$ cat config.mk
export PLATFORM = sky130hd
export DESIGN_NAME = bit_destuff_order_decode
export DESIGN_NICKNAME = d
export VERILOG_FILES = /design/src/rtl/bdod_pkg.sv /design/src/rtl/bit_destuff_order_decode.sv /design/src/rtl/bdod_cell.sv /design/src/rtl/bdod_ctrl.sv
export SDC_FILE = /design/constraint.sdc
export NUM_CORES = 1
export LEC_CHECK = 0
export ABC_AREA = 1
export ABC_CLOCK_PERIOD_IN_PS = 7050
export BUFFER_PORTS_ARGS = -buffer_cell sky130_fd_sc_hd__buf_2
export CAP_MARGIN = 0
export CORE_ASPECT_RATIO = 1.2
export CORE_MARGIN = 4
export CORE_UTILIZATION = 45
export DETAILED_ROUTE_END_ITERATION = 8
export GPL_ROUTABILITY_DRIVEN = 0
export PLACE_DENSITY = 0.75
export SLEW_MARGIN = 30
export SYNTH_ARGS = -nofsm -noshare
export SYNTH_HDL_FRONTEND = slang
export SYNTH_SLANG_ARGS = --single-unit
$ cat constraint.sdc
create_clock -name clock -period 7.05 [get_ports clock]
set_clock_uncertainty 0.05 [all_clocks]
set_input_delay 0.3525 -clock clock [delete_from_list [all_inputs] [get_ports clock]]
set_output_delay 0.3525 -clock clock [all_outputs]
set_load 0.01 [all_outputs]
$ cat src/rtl/bdod_pkg.sv
`timescale 1ns / 1ps
`default_nettype none
// ----------------------------------------------------------------------------
// bdod_pkg
// Shared widths, limits and the control bundle for the bit destuffing decoder.
// ----------------------------------------------------------------------------
package bdod_pkg;

   localparam int unsigned WORD_BITS    = 64;
   localparam int unsigned PAYLOAD_BITS = 49;
   localparam int unsigned RUN_LIMIT    = 5;

   localparam int unsigned SRC_CNT_W = $clog2(WORD_BITS + 1);
   localparam int unsigned DST_CNT_W = $clog2(PAYLOAD_BITS + 1);
   localparam int unsigned RUN_W     = $clog2(RUN_LIMIT);

   // result beat width, payload padded to whole bytes
   localparam int unsigned RSP_DATA_W = ((PAYLOAD_BITS + 7) / 8) * 8;

   // per-cycle controls from the sequencer to the cell rows
   typedef struct packed {
      logic load;       // load a fresh word, clear payload
      logic src_shift;  // advance source row by one bit
      logic pay_shift;  // push one bit into payload row
      logic pay_bit;    // bit pushed into payload row
      logic xfer;       // move finished payload to output register
   } ctrl_type;

endpackage
`default_nettype wire

$ cat src/rtl/bit_destuff_order_decode.sv
`timescale 1ns / 1ps
`default_nettype none
// ----------------------------------------------------------------------------
// bit_destuff_order_decode
// HDLC-style bit destuffing of a 64-bit word into a 49-bit order record.
// ----------------------------------------------------------------------------
// One beat in, one beat out. The input word is loaded into a row of 64 one-bit
// cells and shifted toward cell 0 one bit per cycle; a sequencer watches the
// head cell, counts runs of ones, drops the bit following five ones without
// looking at it, and pushes every kept bit into a 49-cell payload row. When
// the word runs out early the payload row is filled with zeros. A word is
// loaded, scanned until 49 payload bits are kept, with each dropped stuffing
// bit (at most nine) lengthening the scan, and then moved into the output
// register; a new word is taken only while the sequencer is idle. The
// output register is separate from the cell rows, so a new word is taken
// while a finished result still waits on rsp_tready; if that result is still
// waiting when the next scan ends, the sequencer holds and req_tready stays low.
// ----------------------------------------------------------------------------
module bit_destuff_order_decode (
   input  wire logic        clock,
   input  wire logic        reset,
   // req_tdata: [63:0] encoded_word
   input  wire logic        req_tvalid,
   output logic             req_tready,
   input  wire logic [63:0] req_tdata,
   // rsp_tdata: [31:0] stock_key, [32] is_sell, [40:33] quantity,
   //            [48:41] price_value, [55:49] zero
   output logic             rsp_tvalid,
   input  wire logic        rsp_tready,
   output logic [55:0]      rsp_tdata
);

   import bdod_pkg::*;

   ctrl_type                ctrl;
   logic                    idle;
   logic                    start;
   logic                    out_free;
   logic [WORD_BITS-1:0]    src_bits;
   logic [PAYLOAD_BITS-1:0] pay_bits;

   logic                    rsp_valid_ff, rsp_valid_in;
   logic [PAYLOAD_BITS-1:0] rsp_pay_ff, rsp_pay_in;

   assign start    = req_tvalid & idle;
   assign out_free = ~rsp_valid_ff | rsp_tready;

   bdod_ctrl u_ctrl (
      .clock    (clock),
      .reset    (reset),
      .start    (start),
      .head_bit (src_bits[0]),
      .out_free (out_free),
      .idle     (idle),
      .ctrl     (ctrl)
   );

   // source row: shifts toward cell 0, zero enters at the top
   for (genvar i = 0; i < WORD_BITS; i++) begin : g_src
      bdod_cell u_cell (
         .clock    (clock),
         .load     (ctrl.load),
         .load_bit (req_tdata[i]),
         .shift    (ctrl.src_shift),
         .shift_in ((i == WORD_BITS - 1) ? 1'b0 : src_bits[(i + 1) % WORD_BITS]),
         .bit_out  (src_bits[i])
      );
   end

   // payload row: kept bits enter at the top, first bit ends in cell 0
   for (genvar j = 0; j < PAYLOAD_BITS; j++) begin : g_pay
      bdod_cell u_cell (
         .clock    (clock),
         .load     (ctrl.load),
         .load_bit (1'b0),
         .shift    (ctrl.pay_shift),
         .shift_in ((j == PAYLOAD_BITS - 1) ? ctrl.pay_bit
                                            : pay_bits[(j + 1) % PAYLOAD_BITS]),
         .bit_out  (pay_bits[j])
      );
   end

   // output register
   always_comb begin
      rsp_valid_in = rsp_valid_ff;
      rsp_pay_in   = rsp_pay_ff;
      if (rsp_valid_ff && rsp_tready) begin
         rsp_valid_in = 1'b0;
      end
      if (ctrl.xfer) begin
         rsp_valid_in = 1'b1;
         rsp_pay_in   = pay_bits;
      end
   end

   always_ff @(posedge clock) begin
      if (reset) begin
         rsp_valid_ff <= 1'b0;
      end else begin
         rsp_valid_ff <= rsp_valid_in;
      end
      rsp_pay_ff <= rsp_pay_in;
   end

   assign req_tready = idle;
   assign rsp_tvalid = rsp_valid_ff;
   // payload bit order matches the field layout; pad to whole bytes
   assign rsp_tdata  = {(RSP_DATA_W - PAYLOAD_BITS)'(0), rsp_pay_ff};

endmodule
`default_nettype wire

$ cat src/rtl/bdod_cell.sv
`timescale 1ns / 1ps
`default_nettype none
// ----------------------------------------------------------------------------
// bdod_cell
// One-bit shift cell: loads in parallel, takes its neighbor's bit, or holds.
// ----------------------------------------------------------------------------
module bdod_cell (
   input  wire logic clock,
   input  wire logic load,
   input  wire logic load_bit,
   input  wire logic shift,
   input  wire logic shift_in,
   output logic      bit_out
);

   logic bit_ff;
   logic bit_in;

   always_comb begin
      if (load) begin
         bit_in = load_bit;
      end else if (shift) begin
         bit_in = shift_in;
      end else begin
         bit_in = bit_ff;
      end
   end

   always_ff @(posedge clock) begin
      bit_ff <= bit_in;
   end

   assign bit_out = bit_ff;

endmodule
`default_nettype wire

$ cat src/rtl/bdod_ctrl.sv
`timescale 1ns / 1ps
`default_nettype none
// ----------------------------------------------------------------------------
// bdod_ctrl
// Scan sequencer: one encoded bit per cycle while scanning, tracks run of ones and stuffing.
// ----------------------------------------------------------------------------
module bdod_ctrl (
   input  wire logic              clock,
   input  wire logic              reset,
   input  wire logic              start,
   input  wire logic              head_bit,
   input  wire logic              out_free,
   output logic                   idle,
   output bdod_pkg::ctrl_type     ctrl
);

   import bdod_pkg::*;

   localparam logic [1:0] ST_IDLE = 2'd0;
   localparam logic [1:0] ST_SCAN = 2'd1;
   localparam logic [1:0] ST_HOLD = 2'd2;

   localparam logic [SRC_CNT_W-1:0] SRC_END  = SRC_CNT_W'(WORD_BITS);
   localparam logic [DST_CNT_W-1:0] DST_LAST = DST_CNT_W'(PAYLOAD_BITS - 1);
   localparam logic [RUN_W-1:0]     RUN_LAST = RUN_W'(RUN_LIMIT - 1);

   logic [1:0]           state_ff, state_in;
   logic [SRC_CNT_W-1:0] src_cnt_ff, src_cnt_in;
   logic [DST_CNT_W-1:0] dst_cnt_ff, dst_cnt_in;
   logic [RUN_W-1:0]     run_ff, run_in;
   logic                 skip_ff, skip_in;

   always_comb begin
      state_in   = state_ff;
      src_cnt_in = src_cnt_ff;
      dst_cnt_in = dst_cnt_ff;
      run_in     = run_ff;
      skip_in    = skip_ff;
      ctrl       = '0;
      case (state_ff)
         ST_IDLE: begin
            if (start) begin
               ctrl.load  = 1'b1;
               src_cnt_in = '0;
               dst_cnt_in = '0;
               run_in     = '0;
               skip_in    = 1'b0;
               state_in   = ST_SCAN;
            end
         end
         ST_SCAN: begin
            if (src_cnt_ff != SRC_END) begin
               ctrl.src_shift = 1'b1;
               src_cnt_in     = src_cnt_ff + 1'b1;
               if (skip_ff) begin
                  // stuffing bit: dropped unchecked
                  skip_in = 1'b0;
               end else begin
                  ctrl.pay_shift = 1'b1;
                  ctrl.pay_bit   = head_bit;
                  if (!head_bit) begin
                     run_in = '0;
                  end else if (run_ff == RUN_LAST) begin
                     run_in  = '0;
                     skip_in = 1'b1;
                  end else begin
                     run_in = run_ff + 1'b1;
                  end
               end
            end else begin
               // word exhausted: pad remaining payload with zeros
               ctrl.pay_shift = 1'b1;
               ctrl.pay_bit   = 1'b0;
            end
            if (ctrl.pay_shift) begin
               dst_cnt_in = dst_cnt_ff + 1'b1;
               if (dst_cnt_ff == DST_LAST) begin
                  state_in = ST_HOLD;
               end
            end
         end
         ST_HOLD: begin
            if (out_free) begin
               ctrl.xfer = 1'b1;
               state_in  = ST_IDLE;
            end
         end
         default: begin
            state_in = ST_IDLE;
         end
      endcase
   end

   always_ff @(posedge clock) begin
      if (reset) begin
         state_ff <= ST_IDLE;
      end else begin
         state_ff <= state_in;
      end
      src_cnt_ff <= src_cnt_in;
      dst_cnt_ff <= dst_cnt_in;
      run_ff     <= run_in;
      skip_ff    <= skip_in;
   end

   assign idle = (state_ff == ST_IDLE);

endmodule
`default_nettype wire

==> reports/results.tsv, run 1 <==
metric	value	unit
WP data required	7.04	ns
routed length per instance	13.8	um
clock slew seen by the registers of the worst setup and hold paths	0.06	ns
Synth cell types	31	
synthesized area per cell	13.3	um2
# fillers	1286	
Slew HR	37.4	%
# IOs	126	
register area	4940	um2
Syn. warnings	0	
met3 Track Usage GR	5.52	%
CTS root buffer	clkbuf_16	
Post-synth EDFFs	130	
Mapped Cells	535	
CTS tree	yes	
Syn Std Cell Area	7110	um2
Std-Cell Core Area	15600	um2
Max Fclk	387	MHz
Die Ht	146	um
hold path depth	4	
layout cells sized above 1	27.4	%
# Post-CTS Setup Buffers	0	
H-tree levels	4	
CP Max Fanout	79	
Final Critical Period	2.59	ns
Hold Vio Cnt, Final	0	
#FFs+latches synth	182	
HP Class	primary input to flip-flop	
VDD IR-drop max	0.197	mV
RR Endpoint	u_ctrl.src_cnt_ff[2]	
nets	725	
GRT Max-Usage Layer	met2	
max_cap viols	0	
grt met2 use	22.5	%
n_diodes	0	
vias in the first global route	4258	
placed instance area	7800	um2
Area contributors post-synth	edfxtp_1, dfxtp_1, mux2_1, nor2_1, o21ai_0	
crit path capture type	flip-flop	
post-route cell area	8380	um2
Top FF cell, synth	edfxtp_1	
Synth top area share	54.9	%
CP Launch Type	flip-flop	
Async SR Flop Fraction	0	%
Post-CTS Resized	0	
CTS buffer count	17	
Final setup violation count	0	
initial antenna violation count	1	
Starting Density	45.7	%
largest net degree at the start of global routing	80	
GRT Util Overall	14.0	%
Worst setup endpoint	u_ctrl.src_cnt_ff[2]	
number of buffers added on ports	118	
DIE AREA	17900	um2
first drt pass iteration count	5	
Layout area overhead	17.7	%
grt met1 use	17.1	%
Remaining DRCs	0	
crit path from	u_ctrl.state_ff[0]	
antenna viol nets, final	0	
Longest Clk Path Bufs	2	
most frequent cells after synthesis	edfxtp_1, nor2_1, mux2_1, dfxtp_1, o21ai_0	
CTS Hold Bufs	0	
flop2flop setup slack	4.46	ns
critical path start-end classification	flip-flop to flip-flop	
worst path arrival time	2.58	ns
Post-DP HPWL	8160	um
Die X-Extent	123	um
register area share after synthesis	69.5	%
Worst Reg-to-Reg Cells	4	
Cell Rows	50	
mean number of vias per cell	4.78	
Final Max Tran Viols	0	
first-pass GRT wire length	20000	um
pwr dens	402	nW/um2
RSZ-0062 raised after global routing	no	
most frequent cell after synthesis	edfxtp_1	
outcome	finished clean	
setup TNS	0	ns
leakage power	3.32	nW
gr ovfl total	0	
initial drt markers	336	
worst skew pair latency	0.42	ns
Multi-input gate area	1880	um2
area leader, netlist	edfxtp_1	
final worst-path cycle share	36.7	%
R2R Path Start	u_ctrl.state_ff[0]	
Worst-Margin Slew	0.939	ns
Post-Route WL	12100	um
CTS Sinks	182	
via count	4167	
-- per-stage QoR --
stage / total power [W] / hold slack, ns / instances / util (%) / setup WS [ns]
finish: 0.00337 / 0.133 / 872 / 53.8 / 4.46
global route: 0.00358 / 0.135 / 872 / 53.8 / 4.29
CTS: 0.00340 / 0.111 / 872 / 53.8 / 4.22
detailed placement: 0.00249 / 0.389 / 840 / 50.1 / 4.24
global placement: 0.00244 / 0.387 / 840 / 50.1 / 4.40
floorplan: 0.00232 / 0.376 / 541 / - / 1.10
-- worst min path at each step --
stage,start,endpoint,slack (ns)
after floorplan,g_pay[11].u_cell.bit_out,rsp_pay_ff[11],0.38
after global placement,g_pay[14].u_cell.bit_out,rsp_pay_ff[14],0.39
after detailed placement,g_pay[16].u_cell.bit_out,rsp_pay_ff[16],0.39
after CTS,reset,u_ctrl.state_ff[0],0.11
after global routing,reset,u_ctrl.state_ff[0],0.14
final,reset,u_ctrl.state_ff[0],0.13
-- cells by family (layout without fill, tap and decap cells) --
kind of cell,after synthesis,in the layout,synth area share (%)
buffers and inverters,56,179,4.64
XOR/XNOR,3,3,0.369
AND/OR/NAND/NOR,165,165,10.2
multiplexers,63,63,9.97
AO/OA/AOI/OAI,59,59,4.19
other,1,7,0.0527
adder cells (fa/ha/maj),6,6,1.06
flip-flops,182,182,69.5
-- flip-flops by register name (all words and copies together) (netlist names) --
register,flops
g_pay.u_cell.bit_out,49
g_src.u_cell.bit_out,64
rsp_pay_ff,49
rsp_tvalid,1
u_ctrl.dst_cnt_ff,6
u_ctrl.run_ff,3
u_ctrl.skip_ff,1
u_ctrl.src_cnt_ff,7
u_ctrl.state_ff,2
-- layer usage --
metal  routed length [um]  vias up  part of all wire (%)
li1                     -     2068                     -
met3                 1050       19                   8.7
met5                    7        -                 0.058
met2                 5850      136                    49
met4                  168        2                   1.4
met1                 4970     1942                    41
-- where the power goes --
part	switching [W]	internal (W)
clock network	0.000383	0.000528
registers	0.000184	0.00162
logic	0.000392	0.000268
-- layout make-up --
| class | instances | share of cell area [%] |
|---|---|---|
| clock inverters | 10 | 1.09 |
| flip-flops and latches | 182 | 59.0 |
| inverters | 26 | 1.22 |
| well taps | 208 | 3.11 |
| repair buffers | 121 | 7.32 |
| multi-input cells | 303 | 22.4 |
| clock buffers | 22 | 5.80 |
-- layout by cell type, fill, tap and decap left out, drive strengths merged --
cell,instances
a21oi,5
and3,1
buf,121
bufinv,1
clkbuf,22
clkinv,4
clkinvlp,1
conb,7
dfxtp,52
edfxtp,130
ha,6
inv,30
mux2,63
nand2,27
nand3,10
nand4,1
nor2,122
nor3,4
o21a,1
o21ai,53
xnor2,2
xor2,1
-- worst max-delay path: stages, from the launching register on --
cell	delay (ns)
dfxtp_1	0.45
nor2_4	0.09
nand2_4	0.27
buf_4	0.78
o21ai_1	0.49
(Power assumes the default switching activity.)
==> run 2, diff against run 1 <==
- ABC_AREA: 1 -> 0
- ABC_CLOCK_PERIOD_IN_PS: 7050 -> 2170
- PLACE_DENSITY: 0.75 -> 0.78
- clock period: 7.05 -> 2.17 ns (I/O delays scaled with it)
==> reports/results.tsv, run 2 <==
metric	value	unit	change
outcome	finished clean		unchanged
Post-DP HPWL	8640	um	was 8160 um
number of buffers added on ports	118		unchanged
Top FF cell, synth	edfxtp_1		unchanged
gr ovfl total	0		unchanged
Final Critical Period	2.14	ns	was 2.59 ns
post-route cell area	9680	um2	was 8380 um2
Die X-Extent	124	um	was 123 um
Die Ht	147	um	was 146 um
nets	892		was 725
pwr dens	831	nW/um2	was 402 nW/um2
most frequent cells after synthesis	nand2_1, edfxtp_1, dfxtp_1, nor2_1, inv_1		was edfxtp_1, nor2_1, mux2_1, dfxtp_1, o21ai_0
Syn Std Cell Area	7230	um2	was 7110 um2
HP Class	primary input to flip-flop		unchanged
area leader, netlist	edfxtp_1		unchanged
worst path cell trace	inv_1 > ha_4 > or4b_4 > o31a_4 > buf_12 > mux2_4		was nor2_4 > nand2_4 > buf_4 > o21ai_1
placed instance area	8150	um2	was 7800 um2
Final setup violation count	0		unchanged
layout cells sized above 1	26.1	%	was 27.4%
routed length per instance	15.0	um	was 13.8 um
Hold Vio Cnt, Final	0		unchanged
WP data required	2.44	ns	was 7.04 ns
clock slew seen by the registers of the worst setup and hold paths	0.07	ns	was 0.06 ns
register area share after synthesis	68.4	%	was 69.5%
Remaining DRCs	0		unchanged
CTS Sinks	182		unchanged
first-pass GRT wire length	24200	um	was 20,000 um
Final WS setup	0.0292	ns	was 4.46 ns
#FFs+latches synth	182		unchanged
Synth cell types	34		was 31
crit path capture type	flip-flop		unchanged
worst path arrival time	2.41	ns	was 2.58 ns
Post-Route WL	15600	um	was 12,100 um
Syn. warnings	0		unchanged
largest net degree at the start of global routing	78		was 80
internal power	0.00610	W	was 0.00241 W
post-place setup slack	-0.0145	ns	was 4.24 ns
max FFs per register	64		unchanged
final worst-path cycle share	98.7	%	was 36.7%
Max Fclk	467	MHz	was 387 MHz
commonest non-fill, non-tap cell in the layout	nand2_1		was edfxtp_1
GRT Util Overall	17.1	%	was 14.0%
Mapped Cells	610		was 535
Clk pwr share	39.2	%	was 27.0%
CTS root buffer	clkbuf_16		unchanged
mean number of vias per cell	4.81		was 4.78
critical path start-end classification	flip-flop to flip-flop		unchanged
H-tree levels	4		unchanged
switching part of the total	24.2	%	was 28.5%
Async SR Flop Fraction	0	%	unchanged
worst skew pair latency	0.43	ns	was 0.42 ns
Post-synth EDFFs	130		unchanged
Std-Cell Core Area	15700	um2	was 15,600 um2
Layout area overhead	33.8	%	was 17.7%
vias in the first global route	5083		was 4,258
antenna viol nets, final	0		unchanged
max_cap viols	0		unchanged
# IOs	126		unchanged
via count	5003		was 4,167
leakage power	4.22	nW	was 3.32 nW
part of the power in registers	50.5	%	was 53.4%
initial antenna violation count	1		unchanged
Cell Rows	50		unchanged
Starting Density	46.1	%	was 45.7%
CTS tree	yes		unchanged
combinational share of power	10.3	%	was 19.6%
Worst path slowest cell	or4b_4		was buf_4
CP Launch Type	flip-flop		unchanged
most frequent cell after synthesis	nand2_1		was edfxtp_1
initial drt markers	306		was 336
DIE AREA	18200	um2	was 17,900 um2
CTS buffer count	17		unchanged
most frequent cells in the layout	nand2_1, edfxtp_1, buf_2		was edfxtp_1, buf_2, nor2_1
first drt pass iteration count	4		was 5
VDD IR-drop max	0.490	mV	was 0.197 mV
Area contributors post-synth	edfxtp_1, dfxtp_1, nand2_1, mux2_4, mux2i_1		was edfxtp_1, dfxtp_1, mux2_1, nor2_1, o21ai_0
CP Max Fanout	24		was 79
synthesized area per cell	11.9	um2	was 13.3 um2
Final Max Tran Viols	0		unchanged
Longest Clk Path Bufs	2		unchanged
Sw Pwr	0.00195	W	was 0.000959 W
Crit path largest cell delay	0.47	ns	was 0.78 ns
Synth top area share	54.0	%	was 54.9%
## run 2: cell types whose count changed after synthesis, moves of 22 or more
cell | previous run | this run
mux2_1 | 63 | 0
mux2_4 | 0 | 22
mux2i_1 | 0 | 26
nand2_1 | 23 | 222
nor2_1 | 100 | 37
o21ai_0 | 43 | 7
## run 2: path summary, 6_finish.rpt
kind                                                from                        to  slack [ns]  cells past startpoint
worst max-delay path                u_ctrl.src_cnt_ff[1]  g_pay[20].u_cell.bit_out        0.03                      6
worst min-delay path                          rsp_tready        u_ctrl.state_ff[1]        0.06                      4
worst max register to register      u_ctrl.src_cnt_ff[1]  g_pay[20].u_cell.bit_out        0.03                      6
worst min register to register  g_pay[42].u_cell.bit_out            rsp_pay_ff[42]        0.38                      0
## run 2: metrics by stage
step                power (W)  utilization, %  instances  hold WS, ns  setup TNS [ns]
floorplan             0.00453               -        616        0.128               0
global placement      0.00473            51.9        927        0.272               0
detailed placement    0.00475            51.9        927        0.276         -0.0145
CTS                   0.00799            60.4       1027       0.0499               0
global route          0.00833            61.6       1040       0.0794          -0.476
finish                0.00805            61.6       1040       0.0625               0
## run 2: worst max-delay path, delay by kind of cell, from the launching register on
kind                       cells  cell delay (ns)
DFF                            1             0.39
AOI/OAI and AO/OA              1             0.35
muxes                          1             0.32
buffers and inverters          2             0.30
and+or+nand+nor                1             0.47
adders and majority gates      1             0.13
## run 2: cell families (layout without fill, tap and decap cells)
logic type               after synthesis  count (layout)  share of synthesized area (%)
XOR/XNOR                               6               6                          0.727
other                                  1               8                         0.0519
AND/OR/NAND/NOR                      285             287                           15.9
adder cells (fa/ha/maj)                6               6                           1.04
buffers and inverters                 65             278                           4.29
multiplexers                          49              49                           8.32
flip-flops                           182             182                           68.4
AO/OA/AOI/OAI                         16              16                           1.32
## run 2: area by class of cell
type                    count  area, um2
inverters                  31        116
diodes                      1       2.50
fillers                  1172       6020
flip-flops and latches    182       4940
clock inverters            14        173
multi-input cells         371       2080
repair buffers            215       1650
well taps                 208        260
clock buffers              18        450
## run 2: repair_timing
| item | in CTS | in global routing |
|---|---|---|
| pin swaps | 1 | 1 |
| gates cloned | 1 | 7 |
| endpoints found under the hold margin | 67 | 0 |
| endpoints found under the setup margin | 3 | 79 |
| gates resized for setup | 3 | 10 |
| hold buffers | 67 | 0 |
| buffers inserted | 0 | 5 |
## run 2: routing by layer
layer	wire length, um	share of wire [%]	GRT usage, %
met1	6410	41	20.4
met2	7880	51	29.2
met3	925	5.9	4.77
met4	363	2.3	5.98
met5	0	0	0
## run 2: power groups by stage
stage                     clock network (W)  logic, W  registers (W)
after CTS                           0.00320  0.000731        0.00406
after global placement                    0  0.000607        0.00412
after global routing                0.00334  0.000910        0.00408
after floorplan                           0  0.000418        0.00411
after detailed placement                  0  0.000617        0.00414
final                               0.00316  0.000828        0.00406
==> run 3, diff against run 2 <==
- ABC_AREA: 0 -> 1
==> reports/results.tsv, run 3 (same netlist as run 1, synthesis figures left out) <==
metric	value	unit	change
antenna viol nets, final	0		unchanged
number of buffers added on ports	118		unchanged
Clk pwr share	26.6	%	was 39.2%
RSZ-0062 raised after global routing	no		
nets	798		was 892
post-route cell area	9190	um2	was 9680 um2
GRT Util Overall	15.8	%	was 17.1%
# IOs	126		unchanged
HP Class	primary input to flip-flop		unchanged
worst skew pair latency	0.42	ns	was 0.43 ns
Hold Worst Slack	0.137	ns	was 0.0625 ns
Max Fclk	531	MHz	was 467 MHz
pwr dens	1230	nW/um2	was 831 nW/um2
switching part of the total	28.9	%	was 24.2%
commonest non-fill, non-tap cell in the layout	edfxtp_1		was nand2_1
# Post-CTS Setup Buffers	0		unchanged
CP Launch Type	flip-flop		unchanged
Starting Density	45.7	%	was 46.1%
Final Critical Period	1.88	ns	was 2.14 ns
CP Max Fanout	38		was 24
Final Max Tran Viols	0		unchanged
Pwr Total	0.0113	W	was 0.00805 W
Die Ht	146	um	was 147 um
most used cell, CP	inv_1		
Hold Vio Cnt, Final	0		unchanged
CTS Sinks	182		unchanged
Sw Pwr	0.00327	W	was 0.00195 W
Crit path largest cell delay	0.41	ns	was 0.47 ns
first drt pass iteration count	5		was 4
routed length per instance	14.5	um	was 15.0 um
CTS root buffer	clkbuf_16		unchanged
leakage power	3.65	nW	was 4.22 nW
placed instance area	7940	um2	was 8150 um2
# fillers	1173		was 1,172
Layout area overhead	29.1	%	was 33.8%
first-pass GRT wire length	22300	um	was 24,200 um
outcome	finished clean		unchanged
DIE AREA	17900	um2	was 18,200 um2
internal power	0.00803	W	was 0.00610 W
worst path cell trace	inv_1 > ha_2 > nand2_1 > inv_1 > nand3_2 > nand2_2 > nand2_4 > buf_4 > o21ai_0 > nor2_1		was inv_1 > ha_4 > or4b_4 > o31a_4 > buf_12 > mux2_4
Cell Rows	50		unchanged
layout cells sized above 1	26.0	%	was 26.1%
CTS Hold Bufs	66		was 67
clock slew seen by the registers of the worst setup and hold paths	0.07	ns	about the same
gr ovfl total	0		unchanged
mean number of vias per cell	4.89		was 4.81
combinational share of power	21.4	%	was 10.3%
max_cap viols	0		unchanged
max FFs per register	64		unchanged
Post-Route WL	13700	um	was 15,600 um
initial antenna violation count	0		was 1
Post-DP HPWL	8430	um	was 8640 um
VDD IR-drop max	0.523	mV	was 0.490 mV
via count	4619		was 5,003
CTS tree	yes		unchanged
most frequent cells in the layout	edfxtp_1, buf_2, nor2_1		was nand2_1, edfxtp_1, buf_2
Std-Cell Core Area	15600	um2	was 15,700 um2
n_diodes	0		was 1
H-tree levels	4		unchanged
critical path start-end classification	flip-flop to flip-flop		unchanged
vias in the first global route	4702		was 5,083
Final setup violation count	0		unchanged
Worst path slowest cell	edfxtp_1		was or4b_4
largest net degree at the start of global routing	65		was 78
Remaining DRCs	0		unchanged
final worst-path cycle share	86.8	%	was 98.7%
worst path arrival time	2.13	ns	was 2.41 ns
Die X-Extent	123	um	was 124 um
initial drt markers	525		was 306
crit path capture type	flip-flop		unchanged
Longest Clk Path Bufs	2		unchanged
part of the power in registers	52.0	%	was 50.5%
Post-CTS Resized	0		was 3
WP data required	2.42	ns	was 2.44 ns
CTS buffer count	17		unchanged
==> run 3: changes by cell type in the layout (fill, tap and decap cells not counted), sizes merged, moves of 3 or more <==
| cell | delta |
|---|---|
| xor2 | -3 |
| nor3 | +3 |
| buf | -17 |
| inv | -10 |
| nand2b | -4 |
| or3 | -4 |
| nand3 | +6 |
| o21ai | +46 |
| mux2 | +40 |
| nor2 | +85 |
| mux2i | -26 |
| and2 | -3 |
| nand2 | -197 |
==> run 3: per-layer routing <==
layer / vias up / share of wire [%] / track usage [%]
met5: - / 0 / 0
met4: 0 / 2.1 / 5.04
met3: 30 / 6.7 / 5.25
met2: 178 / 51 / 26.8
met1: 2189 / 40 / 18.8
li1: 2222 / - / -
==> run 3: power groups by stage <==
stage | Clock, W | Sequential [W] | Combinational [W]
floorplan | 0 | 0.00581 | 0.00168
global placement | 0 | 0.00587 | 0.00217
detailed placement | 0 | 0.00592 | 0.00230
CTS | 0.00307 | 0.00587 | 0.00242
global route | 0.00322 | 0.00600 | 0.00273
finish | 0.00301 | 0.00588 | 0.00241
==> run 3: metrics by stage <==
step / setup WS, ns / util (%) / instances / TNS (ns)
2_1_floorplan: -0.174 / - / 541 / -11.12
4_1_cts: 0.314 / 59.0 / 944 / 0
5_1_grt: 0.188 / 59.0 / 944 / 0
6_report: 0.286 / 59.0 / 944 / 0
3_5_place_dp: 0.341 / 50.9 / 847 / 0
3_3_place_gp: 0.455 / 50.9 / 847 / 0
==> run 3: worst paths after layout <==
| path | start | to | slack, ns | cells after the start |
|---|---|---|---|---|
| setup reg to reg | u_ctrl.src_cnt_ff[1] | g_pay[24].u_cell.bit_out | 0.29 | 10 |
| setup / recovery | u_ctrl.src_cnt_ff[1] | g_pay[24].u_cell.bit_out | 0.29 | 10 |
| hold / removal | req_tvalid | u_ctrl.state_ff[0] | 0.14 | 7 |
| hold reg to reg | g_pay[45].u_cell.bit_out | rsp_pay_ff[45] | 0.40 | 0 |
==> run 3: worst max-delay path, delay by kind of cell (launching register included) <==
kind / cells / cell delay [ns]
AOI/OAI and AO/OA: 1 / 0.25
adders and majority gates: 1 / 0.17
DFF: 1 / 0.41
and+or+nand+nor: 5 / 0.45
buffers and inverters: 3 / 0.43
==> run 3: cell type report <==
class / instances / area [um2] / share of cell area (%)
clock inverter: 11 / 110 / 1.20
timing repair buffer: 194 / 1400 / 15.3
multi-input combinational: 303 / 1890 / 20.5
inverter: 26 / 103 / 1.12
tap: 208 / 260 / 2.83
clock buffer: 20 / 479 / 5.22
sequential: 182 / 4940 / 53.8
